`config.mk`:
```
export PLATFORM = sky130hd
export DESIGN_NAME = sct_horner_step
export DESIGN_NICKNAME = d
export VERILOG_FILES = /design/src/design/sine_cosine_taylor_assert.svh /design/src/design/sct_pkg.sv /design/src/design/sct_horner_step.sv
export SDC_FILE = /design/constraint.sdc
export NUM_CORES = 2
export LEC_CHECK = 0
export BUFFER_PORTS_ARGS = -buffer_cell sky130_fd_sc_hd__buf_2
export CAP_MARGIN = 0
export CELL_PAD_IN_SITES_DETAIL_PLACEMENT = 1
export CELL_PAD_IN_SITES_GLOBAL_PLACEMENT = 1
export CORE_MARGIN = 4
export CORE_UTILIZATION = 50
export CTS_CLUSTER_DIAMETER = 120
export DETAILED_ROUTE_END_ITERATION = 10
export PLACE_DENSITY_LB_ADDON = 0.1
export SYNTH_ARGS = -nofsm -noshare
export SYNTH_HDL_FRONTEND = slang
export SYNTH_SLANG_ARGS = --single-unit
```
`constraint.sdc`:
```
create_clock -name clk -period 12.98 [get_ports clk]
set_input_delay 0.649 -clock clk [delete_from_list [all_inputs] [get_ports clk]]
set_output_delay 0.649 -clock clk [all_outputs]
set_load 0.005 [all_outputs]
```
`src/design/sine_cosine_taylor_assert.svh`:
```
// Assertion macros shared by the sine and cosine evaluator.
`ifndef SINE_COSINE_TAYLOR_ASSERT_SVH
`define SINE_COSINE_TAYLOR_ASSERT_SVH

// Same-cycle implication, checked on clk and disabled while rst_n is low.
`define SCT_ASSERT_NOW(lbl, ante, cons, msg) \
  lbl: assert property (@(posedge clk) disable iff (!rst_n) (ante) |-> (cons)) else $error(msg);

// Next-cycle implication, checked on clk and disabled while rst_n is low.
`define SCT_ASSERT_NEXT(lbl, ante, cons, msg) \
  lbl: assert property (@(posedge clk) disable iff (!rst_n) (ante) |=> (cons)) else $error(msg);

`endif

```
`src/design/sct_pkg.sv`:
```
// Types, operation codes and series coefficients of the sine and cosine evaluator.
package sct_pkg;

  // Number of series terms summed by the pipeline.
  localparam int TERMS     = 10;
  localparam int MAX_TERMS = 12;

  typedef logic signed [30:0] angle_t;  // Q3.28 radians
  typedef logic signed [31:0] coef_t;   // Q2.30
  typedef logic signed [31:0] acc_t;    // Horner accumulator
  typedef logic        [31:0] sq_t;     // angle squared, unsigned Q.27
  typedef logic signed [31:0] value_t;  // Q1.30 result

  localparam logic OP_SIN = 1'b0;
  localparam logic OP_COS = 1'b1;

  localparam value_t ONE_Q30     = 32'sd1073741824;
  localparam value_t NEG_ONE_Q30 = -32'sd1073741824;

  // (-1)^i/(2i)! in Q2.30, rounded to nearest.
  localparam coef_t COS_COEF [MAX_TERMS] = '{
    32'sd1073741824, -32'sd536870912, 32'sd44739243, -32'sd1491308,
    32'sd26631, -32'sd296, 32'sd2, 32'sd0, 32'sd0, 32'sd0, 32'sd0, 32'sd0
  };

  // (-1)^i/(2i+1)! in Q2.30, rounded to nearest.
  localparam coef_t SIN_COEF [MAX_TERMS] = '{
    32'sd1073741824, -32'sd178956971, 32'sd8947849, -32'sd213044,
    32'sd2959, -32'sd27, 32'sd0, 32'sd0, 32'sd0, 32'sd0, 32'sd0, 32'sd0
  };

  // What travels between Horner steps.
  typedef struct packed {
    logic   op;
    angle_t x;
    sq_t    s;
    acc_t   acc;
  } hstage_t;

endpackage

```
`src/design/sct_horner_step.sv`:
```
// One Horner step: product register, then shift, coefficient add and saturation.
module sct_horner_step (
  input  logic             clk,
  input  logic             rst_n,
  input  logic             up_valid,
  output logic             up_ready,
  input  sct_pkg::hstage_t up_data,
  input  sct_pkg::coef_t   coef_sin,
  input  sct_pkg::coef_t   coef_cos,
  output logic             dn_valid,
  input  logic             dn_ready,
  output sct_pkg::hstage_t dn_data
);
  import sct_pkg::*;

  logic               a_v_r;
  hstage_t            a_r;
  logic signed [63:0] prod_r;
  logic               b_v_r;
  hstage_t            b_r;

  logic               a_rdy;
  logic               b_rdy;
  logic signed [64:0] prod_w;
  coef_t              coef_w;
  logic signed [36:0] sum_w;
  acc_t               acc_nxt;
  hstage_t            b_nxt;

  assign b_rdy    = !b_v_r || dn_ready;
  assign a_rdy    = !a_v_r || b_rdy;
  assign up_ready = a_rdy;

  assign prod_w = up_data.acc * $signed({1'b0, up_data.s});

  // The product is at most 2^62 in magnitude, so bits 63:27 are its floor.
  assign coef_w = (a_r.op == OP_COS) ? coef_cos : coef_sin;
  assign sum_w  = prod_r[63:27] + 37'(coef_w);

  always_comb begin
    if (sum_w > 37'sd2147483647) begin
      acc_nxt = 32'sh7FFFFFFF;
    end else if (sum_w < -37'sd2147483648) begin
      acc_nxt = 32'sh80000000;
    end else begin
      acc_nxt = sum_w[31:0];
    end
  end

  // The second slot keeps the angle, square and selector and takes the new sum.
  always_comb begin
    b_nxt     = a_r;
    b_nxt.acc = acc_nxt;
  end

  always_ff @(posedge clk) begin
    if (!rst_n) begin
      a_v_r <= 1'b0;
      b_v_r <= 1'b0;
    end else begin
      if (a_rdy) begin
        a_v_r <= up_valid;
      end
      if (b_rdy) begin
        b_v_r <= a_v_r;
      end
    end
  end

  always_ff @(posedge clk) begin
    if (a_rdy && up_valid) begin
      a_r    <= up_data;
      prod_r <= prod_w[63:0];
    end
    if (b_rdy && a_v_r) begin
      b_r <= b_nxt;
    end
  end

  assign dn_valid = b_v_r;
  assign dn_data  = b_r;

endmodule

```
=== Yosys cells after proc, flatten, opt, wreduce, memory -nomap -nowiden ===
Cells that the tools add are included.

* Word-level logic and storage cells: 22
* Bits in registers: 226

* Multipliers: 1
* Multiplexer cells: 2
* Reductions and logical operators: 6
* Order comparisons: 2
* Add/subtract/negate cells: 1

{| class="wikitable"
|+ Operators by type and width
! kind !! number
|-
| 32-bit by 33-bit multiplier with 64-bit output || 1
|-
| 32-bit two-way mux || 2
|-
| 37-bit adder || 1
|-
| 37-bit by 32-bit > comparator with 1-bit output (second input constant) || 1
|-
| 37-bit by 32-bit < comparator with 1-bit output (second input constant) || 1
|-
| 1-bit logical AND || 2
|-
| 1-bit zero test || 2
|-
| 1-bit logical OR || 2
|}

=== Logic depth before layout (Yosys ltp) ===
* Depth in word-level cells: 4
* Gate-level depth with buffers: 29

=== Worst setup path after synthesis ===
Ideal clock, no wire load.

* Path kind: input -> register
* Start: in up_data[3] (netlist bit)
* End: reg prod_r[61], data pin
* Arrival: 7.370 ns
* Setup time: 0.167 ns
* Buffers on the path: 1
* Stages on the path: 24
* Setup slack: 5.443 ns
* Path through: clkbuf_1 and2_1 fa_1 fa_1 inv_1 fa_1 fa_1 inv_1 fa_1 inv_1 fa_1 inv_1 fa_1 fa_1 ha_1 nand4_1 a2111oi_2 o21ai_2 a311oi_2 nand3_1 o41ai_4 a31oi_1 a21bo_1 a221oi_2

* Cells in the longest elaborated chain, start to end: 1

{| class="wikitable"
|+ Ends and longest elaborated chain
! what !! RTL line !! RTL
|-
| from (decl) || sct_horner_step.sv:7 || <nowiki>input sct_pkg::hstage_t up_data,</nowiki>
|-
| 32-bit by 33-bit multiplier with 64-bit output || sct_horner_step.sv:34 || <nowiki>assign prod_w = up_data.acc * $signed({1'b0, up_data.s});</nowiki>
|-
| named net prod_w[61] || sct_horner_step.sv:24 || <nowiki>logic signed [64:0] prod_w;</nowiki>
|-
| to (signal assigned) || sct_horner_step.sv:73 || <nowiki>prod_r <= prod_w[63:0];</nowiki>
|-
| to (decl) || sct_horner_step.sv:18 || <nowiki>logic signed [63:0] prod_r;</nowiki>
|}

The timed path passes the listed nets, and every way through them passes these cells.
A chain may end at the register's enable or synchronous reset.

=== Final worst setup path ===
* Start: in up_data[46] (netlist bit)
* End: reg prod_r[61], data pin

The elaborated chain is that of the path after synthesis.

==> results.md <==
* Status: complete, no violations
* Share of cells above drive strength 1 at a little under a tenth
* Fin crit share at 63.1%
* Clock Pin Slew Worst Setup and Hold Paths at 90 ps
* Max Cap Viol at 0
* Slew of the pin with the lowest slew margin at about 1000 ps
* Prevailing post-synth register cell: edfxtp_1
* Commonest non-fill, non-tap cell in the layout: fa_1
* Final-layout fill cell count at approximately 9,300
* Area growth syn-to-layout at 6.35%
* Crit end category: flop
* Setup crit start kind: input port
* Layout net count at approximately 5,700
* WP buf/inv at 5
* Post-route cell area at 0.0449 sq mm
* Vias in the first global route at 34,200
* Family with the most delay on the worst path: adder cells
* Vias at 29,600
* DP Cell Count at 5,401
* Max Clock Skew at 26.6 ps
* Post-DRT Antenna Nets at 0
* Synthesized area at 0.0422 sq mm
* Mapped Avg Cell Area at 10.0 sq um
* Initial core utilization at 50.4%
* Hold Crit Depth at 1
* Final Hold Fails at 0
* Critical path arrival at 8530 ps
* GRT overflow at 0
* Worst reg2reg path endpoint: dn_data[26]
* Most frequent cells in the layout: 897 x fa_1, 866 x inv_1, 637 x and2_1, 453 x nand2_1, 323 x ha_1
* Initial antenna violation count at 3
* Max Root-Sink Buffers at 2
* WP depth at 24
* Wire per inst at between 20 and 25 um
* Gr usage total at 28.7%
* Clock sink count at 199
* Data required, critical path at around 13,000 ps
* Clk_lat worst skew at 510 ps
* Worst Setup SP: up_data[46]
* 1st-iter DRT viols at 1,403
* Die width at 299 um
* Peak Freq at 122 MHz
* RSZ-0062 raised after global routing: no
* DRC Markers at 0
* Slowest CP cell: buf_2
* Via/cell ratio at around 5.5
* Core Box Area at roughly 0.084 sq mm
* Pre-CTS WS at 4210 ps
* RePlAce Congestion at 0.870
* Final min period at 8190 ps
* Setup TNS at 0 ps
* FP Rows at 106
* Post-synth EDFFs at 197
* Chip height at 299 um
* IO Port Bufs at 261
* Total wire length at approximately 120 mm
* Ys Warns at 0
* Worst-path fanout max at 34
* Critical Path Max Stage Delay at roughly 610 ps
* Critical Path End: prod_r[61]
* Reg2reg path depth at 14
* Global-route wire length before repair at 196 mm
* Crit path kind: in2reg
* Hold Crit Class: in2reg
* HPWL after DPL at a little under 100 mm
* Final WS setup at 4790 ps
* Final Setup Violations at 0
* H-tree levels at 4
* Die area at between 0.08 and 0.09 sq mm
* Crit-path most repeated cell: fa_1
* Sequential area share after synthesis at ~14%
* Ports at between 200 and 300
* Post-synth ARST share at 0%
* CTS tree: built
* Netlist cell types at 79
* Worst relative slew slack at 30.9%
* Critical-path cell list: buf_2 > and2_1 > fa_1 > fa_1 > inv_1 > fa_1 > fa_1 > inv_1 > fa_1 > inv_1 > fa_1 > inv_1 > fa_1 > fa_1 > ha_1 > nand4_1 > a2111oi_2 > o21ai_2 > a311oi_2 > nand3_1 > o41ai_4 > a31oi_1 > a21bo_1 > a221oi_2
* FF-to-FF Start: a_r[95]
* Root buffer cell: clkbuf_16
* Mapped Cells at 4,216
* Hold buffer count at CTS at 0
* Non-Filler Instances at 5,434
* Synthesized netlist net count at 5,600
* Total CTS buffers at 17
* Resized cells post-CTS at 0
* Pins over their slew limit at 0
* First-pass detailed-route iteration total at 8
* Synthesized flop and latch total at 199
* Placed instance area at approximately 0.044 sq mm
* Largest net degree at the start of global routing at 71
* Reg2Reg Setup Slack at 8130 ps
* Setup Buffers After CTS at 0
metrics by stage:
stage               utilization (%)  hold WS [ps]
global route                   53.6           289
detailed placement             52.9           405
CTS                            53.6           273
floorplan                         -           400
global placement               52.9           401
finish                         53.6           307
Yosys cell counts (4+ instances only):
cell type,instances,area share (%)
a21o_1,48,0.85
a21oi_1,95,1.1
nand4_1,20,0.30
o211ai_1,7,0.12
clkbuf_1,215,1.9
nor2b_1,27,0.40
nor2_1,50,0.44
a311oi_2,31,1.1
o21ai_1,11,0.13
xor2_1,26,0.54
nor3_1,17,0.20
inv_1,866,7.7
nand2b_1,23,0.34
o21ai_0,43,0.51
buf_1,4,0.036
mux2_2,33,0.88
nand3_1,18,0.21
a211oi_1,11,0.20
fa_1,897,43
o21bai_1,13,0.23
buf_2,8,0.095
xnor2_1,44,0.91
and2_1,638,9.5
and3_1,7,0.10
a31oi_1,9,0.13
edfxtp_1,197,14
nand2_1,453,4.0
o21a_1,6,0.11
ha_1,323,9.6
cell type report:
type	instances	area, sq um	share of cell area, %
Antenna cell	1	2.50	0.00557
Clock buffer	17	425	0.948
Clock inverter	15	229	0.510
Inverter	867	3250	7.25
Multi-Input combinational cell	2918	32100	71.6
Sequential cell	199	5960	13.3
Tap cell	1134	1420	3.16
Timing Repair Buffer	283	1470	3.28
registers in the layout (all words and copies together) (netlist names):
name and cells:
a_v_r 1, dn_valid 1, dn_data 96, prod_r 37
a_r 64
worst min path at each step:
| stage | start | to | slack, ps |
|---|---|---|---|
| 4_1_cts | up_data[79] | a_r[79] | 270 |
| 6_report | up_data[93] | a_r[93] | 310 |
| 2_1_floorplan | a_r[32] | dn_data[32] | 400 |
| 5_1_grt | up_data[74] | a_r[74] | 290 |
| 3_5_place_dp | a_r[83] | dn_data[83] | 410 |
| 3_3_place_gp | a_r[73] | dn_data[73] | 400 |
worst reg2reg max path: cells and delay by family (launching register included):
kind,cells,cell delay [ps]
buf+inv,2,740
compound gates,8,2190
simple gates,1,260
fa+ha+maj,2,720
flops,1,350
mux,1,430
routing by layer:
metal / vias up / track usage (%) / wire length [um]
li1: 12900 / - / -
met1: 15800 / 35.8 / 50000
met2: 734 / 51.2 / 64000
met3: 235 / 3.75 / 5110
met4: 2 / 10.5 / 4660
met5: - / 0 / 13
kinds of logic after synthesis:
family,synth area share (%)
multiplexers,0.904
AND/OR/NAND/NOR,15.9
adder cells (fa/ha/maj),52.1
buffers and inverters,9.86
AO/OA/AOI/OAI,5.71
flip-flops,14.1
XOR/XNOR,1.45
Power is left out: the tool's default activity adds up to more than one toggle a clock period on the data nets, which glitch-free logic cannot reach.
